File: config.mk
export PLATFORM = sky130hd
export DESIGN_NAME = quadrant_beam_tracker_core_flat
export DESIGN_NICKNAME = d
export VERILOG_FILES = /design/src/qbt_pkg.sv /design/src/qbt_if.sv /design/src/qbt_div.sv /design/src/quadrant_beam_tracker_core.sv /design/src/flat_wrapper.sv
export VERILOG_INCLUDE_DIRS = /design/src /design/src/src
export SDC_FILE = /design/constraint.sdc
export NUM_CORES = 2
export LEC_CHECK = 0
export BUFFER_PORTS_ARGS = -buffer_cell sky130_fd_sc_hd__buf_2
export CORE_MARGIN = 8
export CORE_UTILIZATION = 30
export CTS_BUF_LIST = sky130_fd_sc_hd__clkbuf_4 sky130_fd_sc_hd__clkbuf_8 sky130_fd_sc_hd__clkbuf_16
export CTS_CLUSTER_DIAMETER = 30
export CTS_CLUSTER_SIZE = 20
export DETAILED_ROUTE_END_ITERATION = 8
export PLACE_DENSITY = 0.43
export SKIP_CTS_REPAIR_TIMING = 1
export SLEW_MARGIN = 10
export SYNTH_ARGS = -nofsm -noshare
export SYNTH_HDL_FRONTEND = slang
export SYNTH_HIERARCHICAL = 1
export SYNTH_SLANG_ARGS = --single-unit
export TNS_END_PERCENT = 50
File: constraint.sdc
create_clock -name clk -period 11.1 [get_ports clk]
set_input_delay 2.22 -clock clk [delete_from_list [all_inputs] [get_ports clk]]
set_output_delay 2.22 -clock clk [all_outputs]
set_load 0.1 [all_outputs]
File: src/quadrant_beam_tracker_core_assert.svh
// Assertion macros for the tracker RTL.
`ifndef QUADRANT_BEAM_TRACKER_CORE_ASSERT_SVH
`define QUADRANT_BEAM_TRACKER_CORE_ASSERT_SVH

// Same-cycle implication, sampled on clk, off during rst.
`define QBT_ASSERT_IMP(lbl, ante, cons) \
  lbl: assert property (@(posedge clk) disable iff (rst) (ante) |-> (cons)) \
    else $error("assertion failed");

// Next-cycle implication, sampled on clk, off during rst.
`define QBT_ASSERT_NXT(lbl, ante, cons) \
  lbl: assert property (@(posedge clk) disable iff (rst) (ante) |=> (cons)) \
    else $error("assertion failed");

`endif

File: src/qbt_pkg.sv
// ----------------------------------------------------------------------------
// qbt_pkg
// Widths, register indexes, sequencer states and the quarter-wave trig tables.
// ----------------------------------------------------------------------------
package qbt_pkg;

  localparam int SAMPLE_BITS    = 10;
  localparam int ANGLE_STEPS    = 1024;
  localparam int TRIG_FRAC_BITS = 15;

  localparam int ANGLE_BITS = $clog2(ANGLE_STEPS);
  localparam int QUARTER    = ANGLE_STEPS / 4;
  localparam int QTR_BITS   = ANGLE_BITS - 2;
  localparam int TRIG_W     = TRIG_FRAC_BITS + 1;
  localparam int SPEED_W    = 16;
  localparam int PROD_W     = TRIG_W + SPEED_W;
  localparam int SCALE_SH   = TRIG_FRAC_BITS - 8;
  localparam int POS_W      = 48;
  localparam int OUT_W      = 32;
  localparam int ERR_W      = 11;
  localparam int ERR_LIMIT  = 1023;
  localparam int GRADE_W    = 8;
  localparam int DIVR_W     = 8;
  localparam int LEVEL_W    = 10;
  localparam int NUM_W      = 20;
  localparam int MAG_W      = NUM_W - 1;
  localparam int DEN_W      = GRADE_W + 1;
  localparam int REG_IDX_W  = 3;
  localparam int REG_DATA_W = 16;

  localparam logic [REG_IDX_W-1:0] REG_GRADE   = 3'd0;
  localparam logic [REG_IDX_W-1:0] REG_DIVIDER = 3'd1;
  localparam logic [REG_IDX_W-1:0] REG_LEVEL   = 3'd2;
  localparam logic [REG_IDX_W-1:0] REG_SPEED_H = 3'd3;
  localparam logic [REG_IDX_W-1:0] REG_SPEED_V = 3'd4;

  typedef enum logic [3:0] {
    S_IDLE, S_DIVH_GO, S_DIVH_WAIT, S_DIVV_GO, S_DIVV_WAIT, S_ROM,
    S_MUL_S, S_MUL_C, S_CVT, S_APPLY_V, S_APPLY_H, S_DONE
  } qbt_state_t;

  typedef logic [TRIG_W-1:0] trig_rom_t [QUARTER];

  localparam longint Q30_ONE    = 64'sd1073741824;
  localparam longint PIHALF_Q30 = 64'sd1686629713;
  localparam int     TRIG_SH    = 30 - TRIG_FRAC_BITS;

  function automatic logic [TRIG_W-1:0] to_trig(longint v);
    longint c;
    c = v;
    if (c < 0) c = 0;
    if (c > Q30_ONE) c = Q30_ONE;
    c = (c + (64'sd1 <<< (TRIG_SH - 1))) >>> TRIG_SH;
    return c[TRIG_W-1:0];
  endfunction

  function automatic trig_rom_t build_rom(bit cosine);
    trig_rom_t rom;
    longint x;
    longint x2;
    longint t;
    for (int r = 0; r < QUARTER; r++) begin
      x  = (PIHALF_Q30 * longint'(r * 4)) / ANGLE_STEPS;
      x2 = (x * x) / Q30_ONE;
      if (cosine) begin
        t = Q30_ONE;
        t = Q30_ONE - ((x2 * t) / Q30_ONE) / 182;
        t = Q30_ONE - ((x2 * t) / Q30_ONE) / 132;
        t = Q30_ONE - ((x2 * t) / Q30_ONE) / 90;
        t = Q30_ONE - ((x2 * t) / Q30_ONE) / 56;
        t = Q30_ONE - ((x2 * t) / Q30_ONE) / 30;
        t = Q30_ONE - ((x2 * t) / Q30_ONE) / 12;
        t = Q30_ONE - ((x2 * t) / Q30_ONE) / 2;
        rom[r] = to_trig(t);
      end else begin
        t = Q30_ONE;
        t = Q30_ONE - ((x2 * t) / Q30_ONE) / 156;
        t = Q30_ONE - ((x2 * t) / Q30_ONE) / 110;
        t = Q30_ONE - ((x2 * t) / Q30_ONE) / 72;
        t = Q30_ONE - ((x2 * t) / Q30_ONE) / 42;
        t = Q30_ONE - ((x2 * t) / Q30_ONE) / 20;
        t = Q30_ONE - ((x2 * t) / Q30_ONE) / 6;
        rom[r] = to_trig((x * t) / Q30_ONE);
      end
    end
    return rom;
  endfunction

  localparam trig_rom_t SIN_ROM = build_rom(1'b0);
  localparam trig_rom_t COS_ROM = build_rom(1'b1);

endpackage

File: src/qbt_if.sv
// ----------------------------------------------------------------------------
// qbt_sample_if / qbt_target_if
// Valid/ready channels for diode samples in and stepper targets out.
// ----------------------------------------------------------------------------
interface qbt_sample_if;
  logic                             valid;
  logic                             ready;
  logic [qbt_pkg::SAMPLE_BITS-1:0]  diode_left_up;
  logic [qbt_pkg::SAMPLE_BITS-1:0]  diode_left_down;
  logic [qbt_pkg::SAMPLE_BITS-1:0]  diode_right_up;
  logic [qbt_pkg::SAMPLE_BITS-1:0]  diode_right_down;
  logic [qbt_pkg::ANGLE_BITS-1:0]   disc_angle;
  modport source (output valid, diode_left_up, diode_left_down, diode_right_up,
                  diode_right_down, disc_angle, input ready);
  modport sink (input valid, diode_left_up, diode_left_down, diode_right_up,
                diode_right_down, disc_angle, output ready);
endinterface

interface qbt_target_if;
  logic                             valid;
  logic                             ready;
  logic signed [qbt_pkg::OUT_W-1:0] step_target_h;
  logic signed [qbt_pkg::OUT_W-1:0] step_target_v;
  logic                             targets_updated;
  logic signed [qbt_pkg::ERR_W-1:0] error_h_smoothed;
  logic signed [qbt_pkg::ERR_W-1:0] error_v_smoothed;
  modport source (output valid, step_target_h, step_target_v, targets_updated,
                  error_h_smoothed, error_v_smoothed, input ready);
  modport sink (input valid, step_target_h, step_target_v, targets_updated,
                error_h_smoothed, error_v_smoothed, output ready);
endinterface

File: src/qbt_div.sv
// ----------------------------------------------------------------------------
// qbt_div
// Radix-2 restoring divider, signed numerator, truncation toward zero,
// result clamped to the filter range.
// ----------------------------------------------------------------------------
module qbt_div (
  input  logic                                clk,
  input  logic                                rst,
  input  logic                                start,
  input  logic signed [qbt_pkg::NUM_W-1:0]    num,
  input  logic        [qbt_pkg::DEN_W-1:0]    den,
  output logic                                done,
  output logic signed [qbt_pkg::ERR_W-1:0]    quot
);
  import qbt_pkg::*;

  localparam int CNT_W = $clog2(MAG_W + 1);

  logic                busy;
  logic [CNT_W-1:0]    count;
  logic                neg;
  logic [MAG_W-1:0]    mag;
  logic [DEN_W-1:0]    rem;
  logic [DEN_W-1:0]    divisor;
  logic [DEN_W:0]      trial;
  logic                fits;
  logic [NUM_W-1:0]    num_abs;
  logic [ERR_W-1:0]    clamped;

  assign num_abs = num[NUM_W-1] ? NUM_W'(-num) : num;
  assign trial   = {rem, mag[MAG_W-1]};
  assign fits    = trial >= {1'b0, divisor};

  always_ff @(posedge clk) begin
    if (rst) begin
      busy  <= 1'b0;
      done  <= 1'b0;
      count <= '0;
    end else begin
      done <= 1'b0;
      if (start) begin
        busy  <= 1'b1;
        count <= CNT_W'(MAG_W);
      end else if (busy) begin
        count <= count - 1'b1;
        if (count == CNT_W'(1)) begin
          busy <= 1'b0;
          done <= 1'b1;
        end
      end
    end
  end

  always_ff @(posedge clk) begin
    if (start) begin
      neg     <= num[NUM_W-1];
      mag     <= num_abs[MAG_W-1:0];
      rem     <= '0;
      divisor <= den;
    end else if (busy) begin
      rem <= fits ? DEN_W'(trial - {1'b0, divisor}) : trial[DEN_W-1:0];
      mag <= {mag[MAG_W-2:0], fits};
    end
  end

  assign clamped = (mag > MAG_W'(ERR_LIMIT)) ? ERR_W'(ERR_LIMIT) : mag[ERR_W-1:0];
  assign quot    = neg ? -$signed(clamped) : $signed(clamped);

endmodule

File: src/quadrant_beam_tracker_core.sv
// ----------------------------------------------------------------------------
// quadrant_beam_tracker_core
// Quadrant photodiode beam tracker: smoothed errors, trig-scaled steps,
// Q32.16 stepper position accumulators.
// ----------------------------------------------------------------------------
//  channel   dir  handshake             payload
//  samples   in   valid/ready           four diode samples, disc angle
//  targets   out  valid/ready           step targets, tick flag, errors
//  wr_*      in   wr_en, no back-press  register index and data
//
//  One item at a time: an accept step in S_IDLE, two serial divisions (H, then V)
//  on the shared divider, the ROM, multiply, convert and apply steps on a tick,
//  and a last step in S_DONE to load the result.
//  Reset (rst, sync) restores register defaults, clears FSM and tracker state.
//  A result waiting on targets stalls the block in its last step.
// ----------------------------------------------------------------------------
`include "quadrant_beam_tracker_core_assert.svh"

module quadrant_beam_tracker_core (
  input  logic                                clk,
  input  logic                                rst,
  qbt_sample_if.sink                          samples,
  qbt_target_if.source                        targets,
  input  logic                                wr_en,
  input  logic [qbt_pkg::REG_IDX_W-1:0]       wr_index,
  input  logic [qbt_pkg::REG_DATA_W-1:0]      wr_data
);
  import qbt_pkg::*;

  qbt_state_t state, state_next;

  logic [GRADE_W-1:0]       filter_grade;
  logic [DIVR_W-1:0]        loop_divider;
  logic [LEVEL_W-1:0]       trigger_level;
  logic [SPEED_W-1:0]       speed_h;
  logic [SPEED_W-1:0]       speed_v;

  logic [DIVR_W-1:0]        tick_counter;
  logic signed [ERR_W-1:0]  filt_h;
  logic signed [ERR_W-1:0]  filt_v;
  logic [POS_W-1:0]         pos_h;
  logic [POS_W-1:0]         pos_v;

  logic signed [ERR_W-1:0]  err_h;
  logic signed [ERR_W-1:0]  err_v;
  logic [ANGLE_BITS-1:0]    angle;
  logic                     tick;
  logic [TRIG_W-1:0]        sn_mag;
  logic [TRIG_W-1:0]        cs_mag;
  logic                     sn_neg;
  logic                     cs_neg;
  logic [PROD_W-1:0]        prod;
  logic [POS_W-1:0]         step_s;
  logic [POS_W-1:0]         step_c;

  logic                     accept;
  logic [DIVR_W-1:0]        cnt_inc;
  logic [DIVR_W-1:0]        div_eff;
  logic                     tick_now;
  logic [SAMPLE_BITS-1:0]   max_l, max_r, max_u, max_d;

  logic                     div_start;
  logic                     div_done;
  logic signed [NUM_W-1:0]  div_num;
  logic signed [ERR_W-1:0]  div_quot;
  logic signed [ERR_W-1:0]  filt_old;
  logic signed [ERR_W-1:0]  err_new;

  logic [1:0]               quad;
  logic [TRIG_W-1:0]        rom_s, rom_c;
  logic [TRIG_W-1:0]        mul_a;
  logic [SPEED_W-1:0]       mul_b;
  logic                     mul_neg;
  logic [PROD_W:0]          rounded;
  logic [POS_W-1:0]         step_mag;
  logic [POS_W-1:0]         step_now;
  logic signed [LEVEL_W+1:0] lvl;
  logic signed [LEVEL_W+1:0] lvl_neg;
  logic [POS_W-1:0]         adj_h, adj_v;

  // configuration
  always_ff @(posedge clk) begin
    if (rst) begin
      filter_grade  <= GRADE_W'(4);
      loop_divider  <= DIVR_W'(1);
      trigger_level <= LEVEL_W'(16);
      speed_h       <= SPEED_W'(256);
      speed_v       <= SPEED_W'(256);
    end else if (wr_en) begin
      case (wr_index)
        REG_GRADE:   filter_grade  <= wr_data[GRADE_W-1:0];
        REG_DIVIDER: loop_divider  <= wr_data[DIVR_W-1:0];
        REG_LEVEL:   trigger_level <= wr_data[LEVEL_W-1:0];
        REG_SPEED_H: speed_h       <= wr_data[SPEED_W-1:0];
        REG_SPEED_V: speed_v       <= wr_data[SPEED_W-1:0];
        default: ;
      endcase
    end
  end

  assign samples.ready = (state == S_IDLE);
  assign accept        = samples.valid && samples.ready;

  assign max_l = (samples.diode_left_up > samples.diode_left_down) ?
                 samples.diode_left_up : samples.diode_left_down;
  assign max_r = (samples.diode_right_up > samples.diode_right_down) ?
                 samples.diode_right_up : samples.diode_right_down;
  assign max_u = (samples.diode_left_up > samples.diode_right_up) ?
                 samples.diode_left_up : samples.diode_right_up;
  assign max_d = (samples.diode_left_down > samples.diode_right_down) ?
                 samples.diode_left_down : samples.diode_right_down;

  assign cnt_inc  = tick_counter + 1'b1;
  assign div_eff  = (loop_divider == '0) ? DIVR_W'(1) : loop_divider;
  assign tick_now = cnt_inc >= div_eff;

  // shared divider: (old * grade + new) / (grade + 1)
  assign filt_old  = (state == S_DIVH_GO) ? filt_h : filt_v;
  assign err_new   = (state == S_DIVH_GO) ? err_h : err_v;
  assign div_num   = NUM_W'(filt_old) * $signed({{(NUM_W-GRADE_W){1'b0}}, filter_grade})
                     + NUM_W'(err_new);
  assign div_start = (state == S_DIVH_GO) || (state == S_DIVV_GO);

  qbt_div u_div (
    .clk   (clk),
    .rst   (rst),
    .start (div_start),
    .num   (div_num),
    .den   (DEN_W'(filter_grade) + 1'b1),
    .done  (div_done),
    .quot  (div_quot)
  );

  // quarter-wave lookup and shared scaling multiplier
  assign quad    = angle[ANGLE_BITS-1 -: 2];
  assign rom_s   = SIN_ROM[angle[QTR_BITS-1:0]];
  assign rom_c   = COS_ROM[angle[QTR_BITS-1:0]];
  assign mul_a   = (state == S_MUL_S) ? sn_mag : cs_mag;
  assign mul_b   = (state == S_MUL_S) ? speed_h : speed_v;
  assign mul_neg = (state == S_MUL_C) ? sn_neg : cs_neg;
  assign rounded = ({1'b0, prod} + (PROD_W + 1)'(1 << (SCALE_SH - 1))) >> SCALE_SH;
  assign step_mag = POS_W'(rounded);
  assign step_now = mul_neg ? -step_mag : step_mag;

  assign lvl     = $signed({2'b00, trigger_level});
  assign lvl_neg = -lvl;

  assign adj_h = pos_h + (pos_h[POS_W-1] ? POS_W'(16'hFFFF) : '0);
  assign adj_v = pos_v + (pos_v[POS_W-1] ? POS_W'(16'hFFFF) : '0);

  always_ff @(posedge clk) begin
    if (rst) begin
      state <= S_IDLE;
    end else begin
      state <= state_next;
    end
  end

  always_comb begin
    state_next = state;
    case (state)
      S_IDLE:      if (accept) state_next = S_DIVH_GO;
      S_DIVH_GO:   state_next = S_DIVH_WAIT;
      S_DIVH_WAIT: if (div_done) state_next = S_DIVV_GO;
      S_DIVV_GO:   state_next = S_DIVV_WAIT;
      S_DIVV_WAIT: if (div_done) state_next = tick ? S_ROM : S_DONE;
      S_ROM:       state_next = S_MUL_S;
      S_MUL_S:     state_next = S_MUL_C;
      S_MUL_C:     state_next = S_CVT;
      S_CVT:       state_next = S_APPLY_V;
      S_APPLY_V:   state_next = S_APPLY_H;
      S_APPLY_H:   state_next = S_DONE;
      S_DONE:      if (!targets.valid || targets.ready) state_next = S_IDLE;
      default:     state_next = S_IDLE;
    endcase
  end

  // tracker state
  always_ff @(posedge clk) begin
    if (rst) begin
      tick_counter <= '0;
      filt_h       <= '0;
      filt_v       <= '0;
      pos_h        <= '0;
      pos_v        <= '0;
    end else begin
      if (accept) tick_counter <= tick_now ? '0 : cnt_inc;
      if (state == S_DIVH_WAIT && div_done) filt_h <= div_quot;
      if (state == S_DIVV_WAIT && div_done) filt_v <= div_quot;
      if (state == S_APPLY_V) begin
        if (filt_v > ERR_W'(lvl)) begin
          pos_v <= pos_v - step_c;
          pos_h <= pos_h + step_s;
        end else if ($signed({filt_v[ERR_W-1], filt_v}) < lvl_neg) begin
          pos_v <= pos_v + step_c;
          pos_h <= pos_h - step_s;
        end
      end
      if (state == S_APPLY_H) begin
        if ($signed({filt_h[ERR_W-1], filt_h}) > lvl) begin
          pos_h <= pos_h + step_c;
          pos_v <= pos_v + step_s;
        end else if ($signed({filt_h[ERR_W-1], filt_h}) < lvl_neg) begin
          pos_h <= pos_h - step_c;
          pos_v <= pos_v - step_s;
        end
      end
    end
  end

  // per-item working registers
  always_ff @(posedge clk) begin
    if (accept) begin
      err_h <= $signed({1'b0, max_l}) - $signed({1'b0, max_r});
      err_v <= $signed({1'b0, max_u}) - $signed({1'b0, max_d});
      angle <= samples.disc_angle;
      tick  <= tick_now;
    end
    if (state == S_ROM) begin
      case (quad)
        2'd0: begin sn_mag <= rom_s; sn_neg <= 1'b0; cs_mag <= rom_c; cs_neg <= 1'b0; end
        2'd1: begin sn_mag <= rom_c; sn_neg <= 1'b0; cs_mag <= rom_s; cs_neg <= 1'b1; end
        2'd2: begin sn_mag <= rom_s; sn_neg <= 1'b1; cs_mag <= rom_c; cs_neg <= 1'b1; end
        default: begin
          sn_mag <= rom_c; sn_neg <= 1'b1; cs_mag <= rom_s; cs_neg <= 1'b0;
        end
      endcase
    end
    if (state == S_MUL_S || state == S_MUL_C) prod <= mul_a * mul_b;
    if (state == S_MUL_C) step_s <= step_now;
    if (state == S_CVT)   step_c <= step_now;
  end

  // output register
  always_ff @(posedge clk) begin
    if (rst) begin
      targets.valid <= 1'b0;
    end else if (state == S_DONE && (!targets.valid || targets.ready)) begin
      targets.valid <= 1'b1;
    end else if (targets.ready) begin
      targets.valid <= 1'b0;
    end
  end

  always_ff @(posedge clk) begin
    if (state == S_DONE && (!targets.valid || targets.ready)) begin
      targets.step_target_h    <= $signed(adj_h[POS_W-1 -: OUT_W]);
      targets.step_target_v    <= $signed(adj_v[POS_W-1 -: OUT_W]);
      targets.targets_updated  <= tick;
      targets.error_h_smoothed <= filt_h;
      targets.error_v_smoothed <= filt_v;
    end
  end

  `QBT_ASSERT_NXT(a_counter_below_div, accept, tick_counter < div_eff)
  `QBT_ASSERT_IMP(a_done_in_wait, div_done, state == S_DIVH_WAIT || state == S_DIVV_WAIT)
  `QBT_ASSERT_NXT(a_filt_range, state == S_DIVV_WAIT && div_done, filt_v <= ERR_W'(ERR_LIMIT) && filt_v >= -ERR_W'(ERR_LIMIT))

endmodule
File: src/flat_wrapper.sv
// flat-port wrapper written by rule: the top's interface ports become plain ports
module quadrant_beam_tracker_core_flat import qbt_pkg::*;
  (clk, rst, wr_en, wr_index, wr_data, samples_valid, samples_diode_left_up, samples_diode_left_down, samples_diode_right_up, samples_diode_right_down, samples_disc_angle, samples_ready, targets_valid, targets_step_target_h, targets_step_target_v, targets_targets_updated, targets_error_h_smoothed, targets_error_v_smoothed, targets_ready);
  qbt_sample_if samples_i ();
  qbt_target_if targets_i ();
  input  logic clk;
  input  logic rst;
  input  logic wr_en;
  input  logic [qbt_pkg::REG_IDX_W-1:0] wr_index;
  input  logic [qbt_pkg::REG_DATA_W-1:0] wr_data;
  input wire logic [$bits(samples_i.valid)-1:0] samples_valid;
  input wire logic [$bits(samples_i.diode_left_up)-1:0] samples_diode_left_up;
  input wire logic [$bits(samples_i.diode_left_down)-1:0] samples_diode_left_down;
  input wire logic [$bits(samples_i.diode_right_up)-1:0] samples_diode_right_up;
  input wire logic [$bits(samples_i.diode_right_down)-1:0] samples_diode_right_down;
  input wire logic [$bits(samples_i.disc_angle)-1:0] samples_disc_angle;
  output wire logic [$bits(samples_i.ready)-1:0] samples_ready;
  output wire logic [$bits(targets_i.valid)-1:0] targets_valid;
  output wire logic [$bits(targets_i.step_target_h)-1:0] targets_step_target_h;
  output wire logic [$bits(targets_i.step_target_v)-1:0] targets_step_target_v;
  output wire logic [$bits(targets_i.targets_updated)-1:0] targets_targets_updated;
  output wire logic [$bits(targets_i.error_h_smoothed)-1:0] targets_error_h_smoothed;
  output wire logic [$bits(targets_i.error_v_smoothed)-1:0] targets_error_v_smoothed;
  input wire logic [$bits(targets_i.ready)-1:0] targets_ready;
  assign samples_i.valid = samples_valid;
  assign samples_i.diode_left_up = samples_diode_left_up;
  assign samples_i.diode_left_down = samples_diode_left_down;
  assign samples_i.diode_right_up = samples_diode_right_up;
  assign samples_i.diode_right_down = samples_diode_right_down;
  assign samples_i.disc_angle = samples_disc_angle;
  assign samples_ready = samples_i.ready;
  assign targets_valid = targets_i.valid;
  assign targets_step_target_h = targets_i.step_target_h;
  assign targets_step_target_v = targets_i.step_target_v;
  assign targets_targets_updated = targets_i.targets_updated;
  assign targets_error_h_smoothed = targets_i.error_h_smoothed;
  assign targets_error_v_smoothed = targets_i.error_v_smoothed;
  assign targets_i.ready = targets_ready;
  quadrant_beam_tracker_core u_core (.clk(clk), .rst(rst), .samples(samples_i), .targets(targets_i), .wr_en(wr_en), .wr_index(wr_index), .wr_data(wr_data));
endmodule
==> Word-level counts from Yosys, hierarchy flattened <==
Memory sizes are Yosys's and may differ from the RTL's.
Index checks and enable logic that the tools add are counted.
{ "totals": {"register_bits": 516, "latchBits": 0, "ramBits": 0, "rom_bits": 8192, "in_bits": 74, "out_inout_bits": 89, "n_memories": 2} }
{ "op_classes": {"addsub": 22, "n_mul": 2, "div": 0, "magnitude_cmp": 12, "eq_ne": 22, "shift": 0, "n_mux": 54, "n_bitwise": 2, "n_reduce_logical": 25} }
{ "memory_table": {"columns": ["name", "words", "word_bits", "rd", "rd_ports_with_merged_regs", "wr", "line_no", "rtl"], "rows": [
  ["(no name shown)", 256, 16, 1, 0, 0, "quadrant_beam_tracker_core.sv:137", "assign rom_c = COS_ROM[angle[QTR_BITS-1:0]];"],
  ["(no name shown)", 256, 16, 1, 0, 0, "quadrant_beam_tracker_core.sv:136", "assign rom_s = SIN_ROM[angle[QTR_BITS-1:0]];"]
]} }
{ "op_table": {"columns": ["op", "count"], "rows": [
  ["48-bit two-way mux", 13],
  ["48-bit adder", 6],
  ["48-bit subtractor", 4],
  ["16-bit two-way mux", 10],
  ["19-bit two-way mux", 3],
  ["26-bit negator with 48-bit output", 1],
  ["4-bit one-hot mux with 12 select lines", 1],
  ["11-bit two-way mux", 4],
  ["10-bit greater-than comparator", 4],
  ["10-bit two-way mux", 4],
  ["32-bit by 7-bit adder with 33-bit output (second input constant)", 1],
  ["16-bit by 16-bit multiplier with 32-bit output", 1],
  ["11-bit by 12-bit < comparator with 1-bit output", 2],
  ["11-bit greater-than comparator", 2],
  ["10-bit by 10-bit subtractor with 11-bit output", 2],
  ["20-bit by 11-bit adder with 20-bit output", 1],
  ["11-bit by 9-bit multiplier with 20-bit output", 1],
  ["4-bit two-way mux", 5],
  ["19-bit by 10-bit greater-than comparator with 1-bit output (second input constant)", 1],
  ["19-bit negator", 1],
  ["4-bit by 3-bit equality test with 1-bit output (second input constant)", 4],
  ["4-bit equality test (second input constant)", 4],
  ["8-bit two-way mux", 2],
  ["10-bit negator with 12-bit output", 1],
  ["34 further kinds", 61]
]} }

==> Logic depth before layout (Yosys ltp) <==
{ "depth": {"word_depth": 8, "ltp_mapped": 31, "mapped_depth_nobuf": 30} }

==> Hierarchy <==
Netlist, hierarchy kept.
{ "by_module_without_submodules": {"columns": ["mod", "n_inst", "cells_per_inst", "area_each_um2", "seq_area_each_um2"], "rows": [
  ["quadrant_beam_tracker_core", 1, 8167, 63246.9, 11711.2],
  ["qbt_div", 1, 321, 2977.9, 1191.1]
]} }

==> Worst setup path before layout <==
No wires, ideal clock.
{ "synth_timing": {"kind": "reg2reg", "start": "register u_core.state[3]", "end": "register u_core.u_div.mag[15], data pin", "setup_time_ns": 0.260, "t_arrival_ns": 7.575, "slack_ns": 3.265, "stages_incl_launch_ff": 29, "cell_sequence": "dfxtp_1 > nand2b_1 > nor3_1 > clkbuf_1 > mux2_2 > and2_1 > fa_1 > inv_1 > fa_1 > fa_1 > inv_1 > fa_1 > fa_1 > ha_1 > a21oi_1 > o21ai_0 > a211oi_1 > nor2_1 > o21a_1 > nor2_1 > o21bai_1 > a41o_1 > o41ai_1 > xor2_1 > clkbuf_1 > clkbuf_1 > o21ai_0 > xnor2_1 > mux2_2"} }
{ "synth_rtl": {"columns": ["item", "line_no", "rtl"], "rows": [
  ["start, declared", "quadrant_beam_tracker_core.sv:30", "qbt_state_t state, state_next;"],
  ["start signal, assigned", "quadrant_beam_tracker_core.sv:155", "state <= state_next;"],
  ["4-bit by 1-bit equality test with 1-bit output (*)", "quadrant_beam_tracker_core.sv:118, quadrant_beam_tracker_core.sv:119", null],
  ["11-bit two-way mux", "quadrant_beam_tracker_core.sv:118", "assign filt_old = (state == S_DIVH_GO) ? filt_h : filt_v;"],
  ["11-bit by 9-bit multiplier with 20-bit output", "quadrant_beam_tracker_core.sv:120", "assign div_num = NUM_W'(filt_old) * $signed({{(NUM_W-GRADE_W){1'b0}}, filter_grade})"],
  ["20-bit by 11-bit adder with 20-bit output (*)", "quadrant_beam_tracker_core.sv:121", "+ NUM_W'(err_new);"],
  ["via u_core.div_num[19]", "quadrant_beam_tracker_core.sv:64", "logic signed [NUM_W-1:0] div_num;"],
  ["19-bit two-way mux (*)", "qbt_div.sv:30", "assign num_abs = num[NUM_W-1] ? NUM_W'(-num) : num;"],
  ["19-bit two-way mux (*)", "qbt_div.sv:55", "if (start) begin"],
  ["end signal, assigned", "qbt_div.sv:57", "mag <= num_abs[MAG_W-1:0];"],
  ["end signal, assigned", "qbt_div.sv:62", "mag <= {mag[MAG_W-2:0], fits};"],
  ["end, declared", "qbt_div.sv:22", "logic [MAG_W-1:0] mag;"]
]} }
Mark *: on every way through the listed nets, which the timed path passes. The rest lies on a longest branch.
A chain may end at the register's enable or synchronous reset.

==> Worst setup path after layout <==
{ "layout_timing": {"start": "register u_core.state[0]", "end": "register u_core.u_div.mag[18], data pin"} }
{ "layout_via": {"elab_chain_len": 7} }
{ "layout_lines": {"columns": ["item", "line_no"], "rows": [
  ["4-bit by 1-bit equality test with 1-bit output (*)", "quadrant_beam_tracker_core.sv:118, quadrant_beam_tracker_core.sv:119"],
  ["11-bit two-way mux", "quadrant_beam_tracker_core.sv:118"],
  ["11-bit by 9-bit multiplier with 20-bit output", "quadrant_beam_tracker_core.sv:120"],
  ["20-bit by 11-bit adder with 20-bit output (*)", "quadrant_beam_tracker_core.sv:121"],
  ["via u_core.div_num[14]", "quadrant_beam_tracker_core.sv:64"],
  ["19-bit negator (*)", "qbt_div.sv:30"],
  ["19-bit two-way mux (*)", "qbt_div.sv:30"],
  ["19-bit two-way mux (*)", "qbt_div.sv:55"]
]} }
Marks and branches as above.

==> qor.txt <==
status = finished, final reports clean
Final GP Congestion = 0.975
Syn Inst Count = 8488
wire length of the first global-routing pass = 453 mm
initial antenna violation count = 8
Fin. Hold Viols = 0
Synth Cell Area = 66200 µm²
sequential cell area fraction in the yosys report = 19.5%
total routed wirelength = 314 mm
Main synth FF type = edfxtp_1
WL per Instance = 27.4 µm
Crit. End Element = register
most frequent cells in the layout = 883 x nor2_1, 772 x nand2_1, 761 x a21oi_1, 708 x inv_1, 703 x ha_1
Synth top area share = 13.3%
GR peak layer = met2
routed vias = 66800
vias in the first global route = 65800
die span in y = 486 µm
Yosys reg bits = 498
main combinational cell family by area after synthesis = compound AO/OA/AOI/OAI gates
# nets final = 9503
GRT Total Usage = 25.3%
post-synth top area cell = ha_1
startpoint types = register
Tmin final = 8.87 ns
Max VDD drop = 0.158 mV
H-tree depth = 4
Hold Path Class = reg2reg
port bufs = 162
unrepaired setup endpoints after global routing = false
worst-margin pin slew = 1.27 ns
fin cells = 11400
Top-Level Pins = 163
Async S/R FF share, synth = 0%
site row count = 172
PwrDens = 126 nW/µm²
commonest non-fill, non-tap cell in the layout = nor2_1
full die area = 236000 µm²
share of layout cells above drive strength 1 = 9.17%
Setup CP Type = reg2reg
Post-synth EDFFs = 293
Clock Root Buffer = clkbuf_16
Hold Path Depth = 2
Area contributors post-synth = ha_1 13%, edfxtp_1 13%, fa_1 8.8%, dfxtp_1 6.2%, a21oi_1 5.8%
clock sinks = 498
Synth Area in Adders = 22.1%
final-report max-slew violation count = 0
chip width = 486 µm
clk_skew = 0.0800 ns
M1 GR Usage = 31.7%
CP arrival = 9.43 ns
synthesized-area fraction occupied by xor and xnor cells = 3.56%
required time worst endpoint = 11.66 ns
worst r2r src = u_core/state[0]
Bufs on Longest Clock Path = 3
largest net degree at the start of global routing = 154
Post-Syn Nets = 9557
hold_sp = u_core/speed_h[9]
Reg2Reg Setup Slack = 2.23 ns
worst hold endpoint = u_core/speed_h[9]
synthesized-area fraction occupied by and/or/nand/nor cells = 18.0%
Achievable Freq = 113 MHz
Vias/cell = 5.83
met2 usage = 42.4%
drt initial violations = 6187
Max-cap violations = 0
DRT Pass-1 Iters = 6
crit-path max FO = 17
Compound-Gate Fraction of Synth Area = 26.7%
final setup TNS = 0 ns
CTS Buf Count = 162
CTS clk-pin slew, worst paths = 0.04 ns
Synth Area per Inst = 7.80 µm²
Worst Reg-to-Reg Cells = 24
Yosys cell types = 100
Yosys warning count = 6
Congestion Overflow GR = 0
fin crit share = 79.9%
Initial Utilization = 30.2%
Inst Count DP = 11100
number of nets still failing antenna checks after routing = 0
DRC errors left = 0
hpwl dp = 239 mm
Leakage Power = 0.0320 µW
Clk Latency, worst-skew pair = 0.81 ns
CTS tree = yes
setup violators final = 0
reg-to-reg endpoint = u_core/u_div/mag[18]
CORE AREA = 220000 µm²
met3 Use GR = 3.71%
Area Growth Syn to Fin = 14.4%
Worst Setup SP = u_core/state[0]
Slew Limit Headroom = 14.7%
post-synthesis mux area share = 3.16%
## how the worst max path moves through the flow
| stage | end | slack (ns) | depth (start not counted) |
|---|---|---|---|
| finish | u_core/u_div/mag[18] | 2.23 | 24 |
| global route | u_core/u_div/mag[8] | 1.59 | 31 |
| CTS | u_core/u_div/mag[18] | 2.21 | 25 |
| detailed placement | u_core/u_div/mag[18] | 2.27 | 24 |
| global placement | u_core/u_div/mag[18] | 2.36 | 24 |
| floorplan | u_core/u_div/mag[15] | 3.27 | 28 |
## cell type report
class / count / area, µm²
Clock inverter: 96 / 1350
Clock buffer: 206 / 4460
Inverter: 716 / 2690
Fill cell: 23300 / 144000
Tap cell: 2871 / 3590
Antenna cell: 6 / 15.0
Timing Repair Buffer: 295 / 1880
Multi-Input combinational cell: 6761 / 48900
Sequential cell: 498 / 12900
## registers in the layout, indices dropped and copies added (netlist names), 9 cells and up
| register | flops |
|---|---|
| u_core/pos_h | 48 |
| u_core/pos_v | 48 |
| u_core/step_c | 42 |
| u_core/step_s | 42 |
| u_core/targets.step_target_h | 32 |
| u_core/targets.step_target_v | 32 |
| u_core/prod | 26 |
| u_core/u_div/mag | 19 |
| u_core/cs_mag | 16 |
| u_core/sn_mag | 16 |
| u_core/speed_h | 16 |
| u_core/speed_v | 16 |
| u_core/err_h | 11 |
| u_core/err_v | 11 |
| u_core/filt_h | 11 |
| u_core/filt_v | 11 |
| u_core/targets.error_h_smoothed | 11 |
| u_core/targets.error_v_smoothed | 11 |
| u_core/angle | 10 |
| u_core/trigger_level | 10 |
| u_core/u_div/divisor | 9 |
| u_core/u_div/rem | 9 |
## Yosys cell counts (145+ instances only)
master    instances
o21ai_0         493
inv_1           710
nor3_1          192
xnor2_1         188
ha_1            704
a21oi_1         762
nor2_1          899
clkbuf_1        434
edfxtp_1        293
dfxtp_1         205
fa_1            291
nand2_1         774
nand3_1         178
a21o_1          145
## cells by family after synthesis
group / after synthesis
and+or+nand+nor: 2625
buffers and inverters: 1229
adders and majority gates: 996
AOI/OAI and AO/OA: 2679
xor gates and xnor gates: 269
DFF: 498
muxes: 192
## stage by stage
stage	utilization [%]	power, µW	hold WS [ns]	cell area, µm²	worst slack (ns)
global placement	31.9	4710	0.444	70000	2.36
CTS	34.5	9580	0.454	75800	2.21
floorplan	-	3820	0.426	66200	3.27
global route	34.5	9930	0.473	75800	1.59
detailed placement	31.9	4710	0.448	70000	2.27
finish	34.5	9530	0.451	75800	2.23
## worst max-delay path, stage by stage (launching register included)
cell and delay [ns]:
dfxtp_1 0.69, nand2b_1 0.35, nor3_2 0.86, mux2i_1 0.65, nor2b_1 0.13, fa_1 0.41, fa_1 0.49, inv_1 0.06
fa_1 0.49, fa_1 0.49, inv_1 0.05, fa_1 0.44, ha_1 0.35, a21oi_1 0.13, o21ai_0 0.17, a211oi_1 0.29
nor2_1 0.11, o41ai_1 0.45, o21bai_1 0.13, xor2_1 0.17, or4_1 0.51, or4_4 0.47, o41ai_2 0.37, xnor2_1 0.10
mux2_4 0.25
## where the power goes
part / switching [µW] / internal [µW] / total (µW)
clock: 1450 / 3350 / 4800
combinational: 1720 / 808 / 2530
sequential: 104 / 2100 / 2210
## metal layers
metal	vias up	part of all wire, %
met5	-	0.0041
met4	2	5.7
met3	617	6.0
met2	2671	47
met1	32800	42
li1	30700	-
Note: power is estimated with default switching activity, not from simulation.
